## config.mk

```make
export PLATFORM = sky130hd
export DESIGN_NAME = dead_reckoning_pose_integrator
export DESIGN_NICKNAME = d
export VERILOG_FILES = /design/src/rtl/core/drpi_pkg.sv /design/src/rtl/core/drpi_cordic.sv /design/src/rtl/core/dead_reckoning_pose_integrator.sv
export SDC_FILE = /design/constraint.sdc
export NUM_CORES = 2
export LEC_CHECK = 0
export ABC_AREA = 1
export BUFFER_PORTS_ARGS = -buffer_cell sky130_fd_sc_hd__buf_2
export CORE_MARGIN = 2
export CORE_UTILIZATION = 58
export DETAILED_ROUTE_END_ITERATION = 6
export PLACE_DENSITY = 0.77
export SLEW_MARGIN = 20
export SYNTH_ARGS = -nofsm -noshare
export SYNTH_HDL_FRONTEND = slang
export SYNTH_SLANG_ARGS = --single-unit
```

## constraint.sdc

```tcl
create_clock -name clk -period 16.7 [get_ports clk]
set_input_delay 1.67 -clock clk [delete_from_list [all_inputs] [get_ports clk]]
set_output_delay 1.67 -clock clk [all_outputs]
set_load 0.02 [all_outputs]
```

## src/rtl/core/drpi_pkg.sv

```systemverilog
// drpi_pkg: shared types, constants and the cordic arctangent table
// for the dead reckoning pose integrator; depends on nothing
package drpi_pkg;

  // default number of cordic iterations
  localparam int CORDIC_STEPS_DEF = 16;

  // cordic start value, gain 0.607252935 in q2.30
  localparam logic signed [33:0] CORDIC_GAIN = 34'sd652032874;

  // heading scale, about 2^56 / (2*pi*1e6)
  localparam logic [33:0] HDG_K = 34'd11468322278;

  // position step divisor: step = v * dt * 32 / 125000
  localparam logic [17:0] POS_DIV = 18'd125000;

  // position limits
  localparam logic signed [47:0] POS_MAX = 48'sh7FFF_FFFF_FFFF;
  localparam logic signed [47:0] POS_MIN = 48'sh8000_0000_0000;

  typedef enum logic [3:0] {
    ST_IDLE,
    ST_COR1,
    ST_MV,
    ST_MD,
    ST_DV,
    ST_MP,
    ST_MH,
    ST_COR2,
    ST_FIN
  } drpi_state_t;

  // arctangent of 2^-i as a binary angle
  function automatic logic [31:0] atan_ba(input logic [4:0] i);
    logic [31:0] r;
    unique case (i)
      5'd0:  r = 32'd536870912;
      5'd1:  r = 32'd316933406;
      5'd2:  r = 32'd167458907;
      5'd3:  r = 32'd85004756;
      5'd4:  r = 32'd42667331;
      5'd5:  r = 32'd21354465;
      5'd6:  r = 32'd10679838;
      5'd7:  r = 32'd5340245;
      5'd8:  r = 32'd2670163;
      5'd9:  r = 32'd1335087;
      5'd10: r = 32'd667544;
      5'd11: r = 32'd333772;
      5'd12: r = 32'd166886;
      5'd13: r = 32'd83443;
      5'd14: r = 32'd41722;
      5'd15: r = 32'd20861;
      5'd16: r = 32'd10430;
      5'd17: r = 32'd5215;
      5'd18: r = 32'd2608;
      5'd19: r = 32'd1304;
      5'd20: r = 32'd652;
      5'd21: r = 32'd326;
      5'd22: r = 32'd163;
      5'd23: r = 32'd81;
      5'd24: r = 32'd41;
      5'd25: r = 32'd20;
      5'd26: r = 32'd10;
      5'd27: r = 32'd5;
      5'd28: r = 32'd3;
      5'd29: r = 32'd1;
      5'd30: r = 32'd1;
      default: r = 32'd0;
    endcase
    return r;
  endfunction

endpackage

```

## src/rtl/core/drpi_cordic.sv

```systemverilog
// drpi_cordic: iterative rotation-mode cordic, binary angle in, q1.15 cos and sin out
// depends on drpi_pkg
module drpi_cordic #(
  parameter int STEPS = drpi_pkg::CORDIC_STEPS_DEF
) (
  input  logic               clk,
  input  logic               rst_n,
  input  logic               start,
  input  logic [31:0]        angle,
  output logic               done,
  output logic signed [15:0] cos_q,
  output logic signed [15:0] sin_q
);
  import drpi_pkg::*;

  logic               busy_r, fin_r, done_r, flip_r;
  logic [5:0]         cnt_r;
  logic signed [33:0] x_r, y_r, z_r;
  logic signed [15:0] cos_r, sin_r;
  logic [4:0]         k;
  logic signed [33:0] dx, dy, at;
  logic               fold;
  logic [31:0]        ang_f;

  // round q2.30 to q1.15 and saturate
  function automatic logic signed [15:0] to_q15(input logic signed [33:0] v);
    logic signed [34:0] t;
    logic signed [19:0] r;
    t = 35'(v) + 35'sd16384;
    r = 20'(t >>> 15);
    if (r > 20'sd32767) return 16'sh7FFF;
    if (r < -20'sd32768) return 16'sh8000;
    return r[15:0];
  endfunction

  // fold angles outside [-pi/2, pi/2) by half a turn
  assign fold  = angle[31] ^ angle[30];
  assign ang_f = fold ? (angle ^ 32'h8000_0000) : angle;

  // one micro-rotation
  assign k  = cnt_r[4:0];
  assign dx = y_r >>> k;
  assign dy = x_r >>> k;
  assign at = {2'b00, atan_ba(k)};

  always_ff @(posedge clk) begin
    if (!rst_n) begin
      busy_r <= 1'b0;
      fin_r  <= 1'b0;
      done_r <= 1'b0;
    end else begin
      done_r <= 1'b0;
      if (start) begin
        busy_r <= 1'b1;
        cnt_r  <= 6'd0;
        flip_r <= fold;
        x_r    <= CORDIC_GAIN;
        y_r    <= 34'sd0;
        z_r    <= {{2{ang_f[31]}}, ang_f};
      end else if (busy_r) begin
        if (!z_r[33]) begin
          x_r <= x_r - dx;
          y_r <= y_r + dy;
          z_r <= z_r - at;
        end else begin
          x_r <= x_r + dx;
          y_r <= y_r - dy;
          z_r <= z_r + at;
        end
        cnt_r <= cnt_r + 6'd1;
        if (cnt_r == 6'(STEPS - 1)) begin
          busy_r <= 1'b0;
          fin_r  <= 1'b1;
        end
      end else if (fin_r) begin
        fin_r  <= 1'b0;
        done_r <= 1'b1;
        cos_r  <= to_q15(flip_r ? -x_r : x_r);
        sin_r  <= to_q15(flip_r ? -y_r : y_r);
      end
    end
  end

  assign done  = done_r;
  assign cos_q = cos_r;
  assign sin_q = sin_r;

endmodule

```

## src/rtl/core/dead_reckoning_pose_integrator.sv

```systemverilog
// dead_reckoning_pose_integrator: top level, sequencer, serial multiplier and divider
// depends on drpi_pkg and drpi_cordic
//
// Integrates velocity items into a pose. Each item goes through a sequencer that
// runs a cordic for the old heading, a shift-add multiplier one bit per cycle (twice
// per axis, then twice for the heading), a restoring divider by 125000 one quotient
// bit per cycle (once per axis) and a second cordic for the half heading. One item
// is in work at a time; the result sits in an output register, so the next item is
// taken while it waits.
module dead_reckoning_pose_integrator #(
  parameter int CORDIC_STEPS = drpi_pkg::CORDIC_STEPS_DEF
) (
  input  logic               clk,
  input  logic               rst_n,
  input  logic               in_valid,
  output logic               in_ready,
  input  logic signed [23:0] in_linear_speed,
  input  logic signed [23:0] in_turn_rate,
  input  logic [31:0]        in_timestamp_us,
  output logic               out_valid,
  input  logic               out_ready,
  output logic signed [47:0] out_pos_x,
  output logic signed [47:0] out_pos_y,
  output logic signed [31:0] out_heading,
  output logic signed [15:0] out_quat_z,
  output logic signed [15:0] out_quat_w,
  output logic signed [23:0] out_speed_echo,
  output logic signed [23:0] out_rate_echo
);
  import drpi_pkg::*;

  drpi_state_t state_r, state_nxt;

  // pose state
  logic signed [47:0] x_r, y_r;
  logic [31:0]        hdg_r, last_r;
  logic               seen_r;

  // item registers
  logic signed [23:0] speed_r, rate_r;
  logic [31:0]        dt_r;
  logic signed [15:0] s_r;
  logic               axis_r, vneg_r;

  // serial multiplier
  logic [71:0] macc_r, ma_r;
  logic [33:0] mb_r;
  logic [5:0]  mcnt_r;
  logic        msgn_r;
  logic [71:0] maddend;

  // serial divider
  logic [60:0] dv_r;
  logic [16:0] rem_r;
  logic [5:0]  dcnt_r;
  logic [17:0] dtry;
  logic        dge;

  // output register
  logic               ovalid_r;
  logic signed [47:0] ox_r, oy_r;
  logic [31:0]        oh_r;
  logic signed [15:0] oz_r, ow_r;
  logic signed [23:0] ospd_r, orate_r;

  // cordic
  logic               cor_start;
  logic [31:0]        cor_ang;
  logic               cor_done;
  logic signed [15:0] cor_cos, cor_sin;

  // combinational helpers
  logic               accept, fin_go;
  logic signed [24:0] vfull;
  logic [24:0]        vmag;
  logic [44:0]        qmag;
  logic signed [48:0] pstep, psum;
  logic signed [47:0] psat, pcur;
  logic [31:0]        hnew;

  drpi_cordic #(.STEPS(CORDIC_STEPS)) u_cordic (
    .clk   (clk),
    .rst_n (rst_n),
    .start (cor_start),
    .angle (cor_ang),
    .done  (cor_done),
    .cos_q (cor_cos),
    .sin_q (cor_sin)
  );

  assign in_ready = (state_r == ST_IDLE);
  assign accept   = in_valid && in_ready;
  assign fin_go   = (state_r == ST_FIN) && (!ovalid_r || out_ready);

  // multiplier step, last bit of a signed multiplier has negative weight
  assign maddend = !mb_r[0] ? 72'd0 :
                   ((mcnt_r == 6'd1) && msgn_r) ? (72'd0 - ma_r) : ma_r;

  // divider step
  assign dtry = {rem_r, dv_r[60]};
  assign dge  = (dtry >= POS_DIV);

  // velocity component from speed times cos or sin
  assign vfull = macc_r[39:15];
  assign vmag  = vfull[24] ? (25'd0 - vfull) : vfull;

  // position update with saturation
  assign qmag  = dv_r[44:0];
  assign pstep = vneg_r ? -$signed({4'b0, qmag}) : $signed({4'b0, qmag});
  assign pcur  = axis_r ? y_r : x_r;
  assign psum  = {pcur[47], pcur} + pstep;
  assign psat  = (psum[48] != psum[47]) ? (psum[48] ? POS_MIN : POS_MAX) : psum[47:0];

  // heading update
  assign hnew = hdg_r + macc_r[71:40];

  // cordic start points
  assign cor_start = accept || ((state_r == ST_MH) && (mcnt_r == 6'd0));
  assign cor_ang   = accept ? hdg_r : {hnew[31], hnew[31:1]};

  // state register
  always_ff @(posedge clk) begin
    if (!rst_n) state_r <= ST_IDLE;
    else        state_r <= state_nxt;
  end

  // next state
  always_comb begin
    state_nxt = state_r;
    unique case (state_r)
      ST_IDLE: if (accept) state_nxt = ST_COR1;
      ST_COR1: if (cor_done) state_nxt = ST_MV;
      ST_MV:   if (mcnt_r == 6'd0) state_nxt = ST_MD;
      ST_MD:   if (mcnt_r == 6'd0) state_nxt = ST_DV;
      ST_DV:   if (dcnt_r == 6'd0) state_nxt = axis_r ? ST_MP : ST_MV;
      ST_MP:   if (mcnt_r == 6'd0) state_nxt = ST_MH;
      ST_MH:   if (mcnt_r == 6'd0) state_nxt = ST_COR2;
      ST_COR2: if (cor_done) state_nxt = ST_FIN;
      ST_FIN:  if (fin_go) state_nxt = ST_IDLE;
      default: state_nxt = ST_IDLE;
    endcase
  end

  // pose state and output valid
  always_ff @(posedge clk) begin
    if (!rst_n) begin
      x_r      <= 48'sd0;
      y_r      <= 48'sd0;
      hdg_r    <= 32'd0;
      last_r   <= 32'd0;
      seen_r   <= 1'b0;
      ovalid_r <= 1'b0;
    end else begin
      if (accept) begin
        last_r <= in_timestamp_us;
        seen_r <= 1'b1;
      end
      if ((state_r == ST_DV) && (dcnt_r == 6'd0)) begin
        if (axis_r) y_r <= psat;
        else        x_r <= psat;
      end
      if ((state_r == ST_MH) && (mcnt_r == 6'd0)) hdg_r <= hnew;
      if (fin_go)         ovalid_r <= 1'b1;
      else if (out_ready) ovalid_r <= 1'b0;
    end
  end

  // datapath
  always_ff @(posedge clk) begin
    if (!rst_n) begin
      mcnt_r <= 6'd0;
      dcnt_r <= 6'd0;
    end else begin
      if (mcnt_r != 6'd0) begin
        macc_r <= macc_r + maddend;
        ma_r   <= {ma_r[70:0], 1'b0};
        mb_r   <= {1'b0, mb_r[33:1]};
        mcnt_r <= mcnt_r - 6'd1;
      end
      if (dcnt_r != 6'd0) begin
        rem_r  <= dge ? 17'(dtry - POS_DIV) : dtry[16:0];
        dv_r   <= {dv_r[59:0], dge};
        dcnt_r <= dcnt_r - 6'd1;
      end
      unique case (state_r)
        ST_IDLE: if (accept) begin
          speed_r <= in_linear_speed;
          rate_r  <= in_turn_rate;
          dt_r    <= seen_r ? (in_timestamp_us - last_r) : 32'd0;
          axis_r  <= 1'b0;
        end
        ST_COR1: if (cor_done) begin
          s_r    <= cor_sin;
          macc_r <= 72'd0;
          ma_r   <= 72'(speed_r);
          mb_r   <= {18'd0, cor_cos};
          msgn_r <= 1'b1;
          mcnt_r <= 6'd16;
        end
        ST_MV: if (mcnt_r == 6'd0) begin
          vneg_r <= vfull[24];
          macc_r <= 72'd0;
          ma_r   <= {47'd0, vmag};
          mb_r   <= {2'd0, dt_r};
          msgn_r <= 1'b0;
          mcnt_r <= 6'd32;
        end
        ST_MD: if (mcnt_r == 6'd0) begin
          dv_r   <= {macc_r[55:0], 5'd0};
          rem_r  <= 17'd0;
          dcnt_r <= 6'd61;
        end
        ST_DV: if (dcnt_r == 6'd0) begin
          macc_r <= 72'd0;
          mb_r   <= axis_r ? {2'd0, dt_r} : {18'd0, s_r};
          ma_r   <= axis_r ? 72'(rate_r) : 72'(speed_r);
          msgn_r <= !axis_r;
          mcnt_r <= axis_r ? 6'd32 : 6'd16;
          axis_r <= !axis_r;
        end
        ST_MP: if (mcnt_r == 6'd0) begin
          ma_r   <= 72'($signed(macc_r[55:0]));
          macc_r <= 72'd0;
          mb_r   <= HDG_K;
          msgn_r <= 1'b0;
          mcnt_r <= 6'd34;
        end
        // cordic outputs hold until the next item starts it again
        ST_FIN: if (fin_go) begin
          ox_r    <= x_r;
          oy_r    <= y_r;
          oh_r    <= hdg_r;
          ow_r    <= cor_cos;
          oz_r    <= cor_sin;
          ospd_r  <= speed_r;
          orate_r <= rate_r;
        end
        default: ;
      endcase
    end
  end

  assign out_valid      = ovalid_r;
  assign out_pos_x      = ox_r;
  assign out_pos_y      = oy_r;
  assign out_heading    = oh_r;
  assign out_quat_z     = oz_r;
  assign out_quat_w     = ow_r;
  assign out_speed_echo = ospd_r;
  assign out_rate_echo  = orate_r;

endmodule
```

### Word level (Yosys, flattened, before mapping)

Memory sizes are Yosys's and may differ from the RTL's. A register that Yosys moved wholly into a read port is not among the register bits.
Cells that the tools add are included.

* memory bits (read-only): 960
* output and inout port bits: 210
* memories kept: 1
* flip-flop bits (word level): 885
* input port bits: 84

Memories
* (name not given): depth 32, width 30, read ports 1, clocked after Yosys merged registers in 1, write ports 0, line drpi_pkg.sv:36 `unique case (i)`

* shift operators: 2
* reductions and logical operators: 33
* add/subtract/negate cells: 21
* magnitude comparators: 5
* eq/ne operators: 22
* bitwise operators: 6
* mux-type cells: 112

Operator list (number)
* $mux W72: 12
* $mux W34: 14
* $pmux W72 S4: 1
* $pmux W72 S3: 1
* $mux W61: 3
* $mux W48: 3
* $pmux W34 S4: 1
* $mux W16: 8
* $mux W32: 3
* $add A72 B72 Y72: 1
* $sub A1 B72 Y72 const A: 1
* $add A34 B16 Y35 const B: 2
* $add A34 B34 Y34: 2
* $mux W17: 4
* $neg A34 Y34: 2
* $sshr A34 B5 Y34: 2
* $sub A34 B34 Y34: 2
* $mux W6: 10
* $add A49 B49 Y49: 1
* $mux W49: 1
* $neg A45 Y49: 1
* $gt A20 B16 Y1 const B: 2
* $lt A20 B16 Y1 const B: 2
* $mux W4: 9
* 43 further kinds: 113

### Longest topological paths before layout

* word-level depth: 16
* depth in mapped cells: 34
* depth with buffers taken out: 32

### Cells and area by module

From an unflattened synthesis, not the netlist that was laid out.

* cells, all modules: 10245
* area total of the unflattened synthesis: 71005.6 um2

By module, submodules not included
* dead_reckoning_pose_integrator: cells an instance 6757, times used 1, area an instance 49707.7 um2, sequential area each 20469.6 um2
* drpi_cordic: cells an instance 3488, times used 1, area an instance 21297.9 um2, sequential area each 4894.7 um2

### Least setup slack after synthesis

Ideal clock, no wire load.

* kind: input to register
* from: input rst_n
* to: register oh_r[0], in the netlist out_heading[0] (enable)
* library setup time: 1.031 ns
* data arrival time: 16.153 ns
* stages on the path: 4
* slack: -0.484 ns
* required time: 15.669 ns
* cell sequence: inv_1 > clkbuf_1 > clkbuf_1 > nor3_1

* longest elaborated chain between the ends: 1

Ends and longest elaborated chain
* from (decl): line dead_reckoning_pose_integrator.sv:14 `input logic rst_n,`
* $reduce_and A3 Y1 (no source line)
* to (signal assigned): line dead_reckoning_pose_integrator.sv:232 `oh_r <= hdg_r;`
* to (decl): line dead_reckoning_pose_integrator.sv:62 `logic [31:0] oh_r;`

No other way between the ends.
A chain may end at the register's enable or synchronous reset.

### Worst setup path in the final report

* from: register u_cordic.cnt_r[0]
* to: register u_cordic.y_r[28] (data pin)

* longest elaborated chain between the ends: 4

Ends and longest elaborated chain
* from (decl): line drpi_cordic.sv:17 `logic [5:0] cnt_r;`
* from (signal assigned): line drpi_cordic.sv:70 `cnt_r <= cnt_r + 6'd1;`
* $sshr A34 B5 Y34 (*): line drpi_cordic.sv:43 `assign dy = x_r >>> k;`
* $add A34 B34 Y34 / $sub A34 B34 Y34 (equally long branches): line drpi_cordic.sv:63, drpi_cordic.sv:67
* $mux W34 (*): line drpi_cordic.sv:61 `if (!z_r[33]) begin`
* $mux W34 (*): line drpi_cordic.sv:60 `end else if (busy_r) begin`
* to (signal assigned): line drpi_cordic.sv:63 `y_r <= y_r + dy;`
* to (signal assigned): line drpi_cordic.sv:67 `y_r <= y_r - dy;`
* to (decl): line drpi_cordic.sv:18 `logic signed [33:0] x_r, y_r, z_r;`

Every way passes the cells marked *; elsewhere a longest branch is shown, timed or not. The select of a mux whose other input is x is not followed.

==> metrics.txt <==
fmax 0.151 GHz; Starting DRT DRC Count 10,169; max incr delay on CP 0.99 ns; Yosys reg bits 915; cell count after synthesis 9,619; Port Buffers 293; die width 349 µm; CP endpoint kind register; FFs w/ async S/R, synth 0; share of cells above drive strength 1 0.0826; final hold violation count 0; Worst EP arrival 7.04 ns; Setup CP Type reg2reg; failing checks design-rule violations; CP Data Required Time 17.13 ns; R2R setup slack 10.09 ns; synth unique cells 81; Vias/cell 6.22; Root Driver clkbuf_16; Slew Viols, Final 0; mean post-synth cell area 7.17 µm²; PwrDens 240 mW/mm²; hold crit path type reg2reg; largest vdd supply drop 0.213 mV; worst-case clock buffer depth 3; final setup vio count 0; synth warn 0; clock slew at reported path FFs 0.06 ns; H-tree depth 3; area grow syn2layout 8.71%; Num CTS Buffers 101; CP most frequent cell nand3_1; final net count 10,143; area of the multi-input gates 0.0377 mm²; CP cell instances buf_4, clkinv_2, nand2_1, nand3_1, nand3_1, nand3_1, nand2_1, nand2_1, nand2_1, ha_1, nand3_1, inv_1, nand3_2, o21ai_0, xor2_1, inv_1, ha_1, nand2_1, nor4_1, nand3_1, nand3_1, a21o_1, or2_2, a21oi_1; RSZ-0062 raised after global routing no; Worst slew margin 0.155; Max FO, Critical Path 74; total power 18.0 mW; RePlAce Congestion 1.11; worst r2r src u_cordic.cnt_r[0]; r2r worst-path depth 24; first-pass GRT wire length 388 mm; hold path cells 0; ANT nets after route 0; Synth Cell Area 0.0690 mm²; EDFF count, synth 704; fill cell count 10,632; Final Skew 0.0482 ns; slowest cell on the critical path clkinv_2; syn nets 10,011; Setup Buffers After CTS 0; Min-Delay Startpoint x_r[37]; Main synth FF type edfxtp_1; Clock Latency Late Sink 0.75 ns; pin count of the biggest net entering global routing 93; # IOs 294; # DRC 62; total negative slack 0 ns; grt ovf 0; drt total wl 258 mm; TritonCTS clock tree built; Final period util 0.396; routed via count 70,739; Chip Height 349 µm; CP Launch Type register; crit path time final 6.61 ns; drt first pass iters 7; vias in the first global route 65,571; CTS sink count 915; DIE AREA 0.122 mm²; worst-margin pin slew 1.25 ns; GRT Total Usage 0.414; worst hold endpoint out_pos_x[37]; initial antenna violation count 7; Initial Utilization 0.584; Register Area 0.0254 mm²; R2R Path End u_cordic.y_r[28]; HPWL after DPL 199 mm; number of max-cap violations 0; CTS Hold Bufs 0; Placeable Area 0.118 mm²; status finished, violations left; Lkg Pwr 33.1 nW; routed length per instance 22.7 µm; Post-CTS Resized 0; # rows 126; sequential area share after synthesis 0.368
-- sequential cells by signal, indices dropped and copies added (netlist names), 24 cells and up --
| name | flops |
|---|---|
| u_cordic.y_r | 34 |
| u_cordic.at | 30 |
| mb_r | 34 |
| out_rate_echo | 24 |
| y_r | 48 |
| x_r | 48 |
| macc_r | 72 |
| ma_r | 72 |
| out_speed_echo | 24 |
| out_pos_x | 48 |
| dt_r | 32 |
| dv_r | 61 |
| speed_r | 24 |
| last_r | 32 |
| u_cordic.z_r | 34 |
| rate_r | 24 |
| hdg_r | 32 |
| out_heading | 32 |
| out_pos_y | 48 |
| u_cordic.x_r | 34 |
-- power breakdown --
part           internal (mW)  switching (mW)
clock network           1.33            1.05
registers               3.58           0.888
logic                   3.47            7.68
-- cell usage after synthesis, types with 9 or more instances --
cell | count | area [µm²]
a221oi_1 | 22 | 193
nor4_1 | 46 | 288
buf_6 | 14 | 158
xnor2_1 | 90 | 788
nand3b_1 | 24 | 180
nor3_1 | 126 | 631
clkbuf_1 | 199 | 747
o21bai_1 | 33 | 248
edfxtp_1 | 704 | 21100
a21oi_1 | 801 | 4010
o22ai_1 | 40 | 250
o221ai_1 | 32 | 280
o21ai_1 | 45 | 225
o21ai_0 | 744 | 3720
a31oi_1 | 73 | 457
nor2_2 | 38 | 238
o31ai_1 | 26 | 195
a22oi_1 | 38 | 285
nand2_2 | 77 | 482
ha_1 | 301 | 3770
inv_1 | 1154 | 4330
nand4_1 | 98 | 613
nand3_2 | 9 | 90.1
xor2_1 | 221 | 1940
a21boi_0 | 21 | 158
inv_2 | 37 | 139
nand3_1 | 759 | 3800
a21o_1 | 47 | 353
o2111ai_1 | 14 | 123
dfxtp_1 | 211 | 4220
buf_1 | 51 | 191
o21a_1 | 40 | 300
a211oi_1 | 16 | 120
o211ai_1 | 61 | 458
buf_2 | 63 | 315
nor2_4 | 15 | 169
or2_2 | 48 | 300
nor2_1 | 1019 | 3820
nand2_1 | 2147 | 8060
-- critical path: cells and delay by family (launching register included) --
kind | cells | cell delay (ns)
and+or+nand+nor | 14 | 2.78
AOI/OAI and AO/OA | 3 | 0.44
buffers and inverters | 4 | 1.82
DFF | 1 | 0.32
adders and majority gates | 2 | 0.63
xor gates and xnor gates | 1 | 0.25
-- layer usage --
| metal | share of wire | vias up | track usage |
|---|---|---|---|
| li1 | - | 32771 | - |
| met1 | 0.39 | 32734 | 0.540 |
| met2 | 0.43 | 4405 | 0.634 |
| met3 | 0.12 | 821 | 0.103 |
| met4 | 0.062 | 8 | 0.215 |
| met5 | 0.00022 | - | 0 |
-- stage by stage --
step	hold WS, ns	util	setup slack (ns)	cell area (µm²)	cells
floorplan	0.408	-	5.92	69000	9619
global placement	0.414	0.605	10.92	71500	11184
detailed placement	0.417	0.605	10.90	71500	11184
CTS	0.429	0.635	10.84	75000	11375
global route	0.441	0.635	9.70	75000	11375
finish	0.430	0.635	10.09	75000	11377
-- logic make-up (layout without fill, tap and decap cells) --
logic type,after synthesis,in the layout,share of synthesized area
compound gates,2100,2100,0.171
mux,5,5,0.000726
other cells,0,2,0
xor+xnor,314,314,0.0402
flops,915,915,0.368
buf+inv,1534,1754,0.0869
simple gates,4443,4443,0.277
fa+ha+maj,308,308,0.0566
-- layout make-up --
class	count	area share
Timing Repair Buffer	363	0.0267
Antenna cell	2	0.0000667
Clock inverter	65	0.00948
Tap cell	1536	0.0256
Sequential cell	915	0.338
Multi-Input combinational cell	7170	0.503
Inverter	1200	0.0602
Clock buffer	126	0.0370
-- worst max-delay path by stage --
stage	start	endpoint	slack, ns
6_report	u_cordic.cnt_r[0]	u_cordic.y_r[28]	10.09
5_1_grt	u_cordic.cnt_r[0]	u_cordic.x_r[22]	9.70
4_1_cts	u_cordic.cnt_r[0]	u_cordic.y_r[28]	10.84
3_5_place_dp	u_cordic.cnt_r[0]	u_cordic.y_r[28]	10.90
3_3_place_gp	u_cordic.cnt_r[0]	u_cordic.y_r[28]	10.92
2_1_floorplan	rst_n	out_heading[0]	5.92
-- cell usage in the layout (no fill, tap or decap), types with 39 or more instances in the layout --
master,instances
o211ai_1,61
o21ai_0,744
inv_1,1149
o21ai_1,45
buf_4,70
o22ai_1,40
or2_2,48
xnor2_1,90
nor2_2,39
nor4_1,46
a31oi_1,73
nor3_1,124
nand3_1,758
ha_1,301
a21oi_1,801
nand4_1,98
clkbuf_16,104
nor2_1,1013
nand2_2,76
dfxtp_1,211
a21o_1,47
o21a_1,40
nand2_1,2147
xor2_1,221
buf_2,292
inv_2,39
edfxtp_1,704
(Power assumes the default switching activity.)
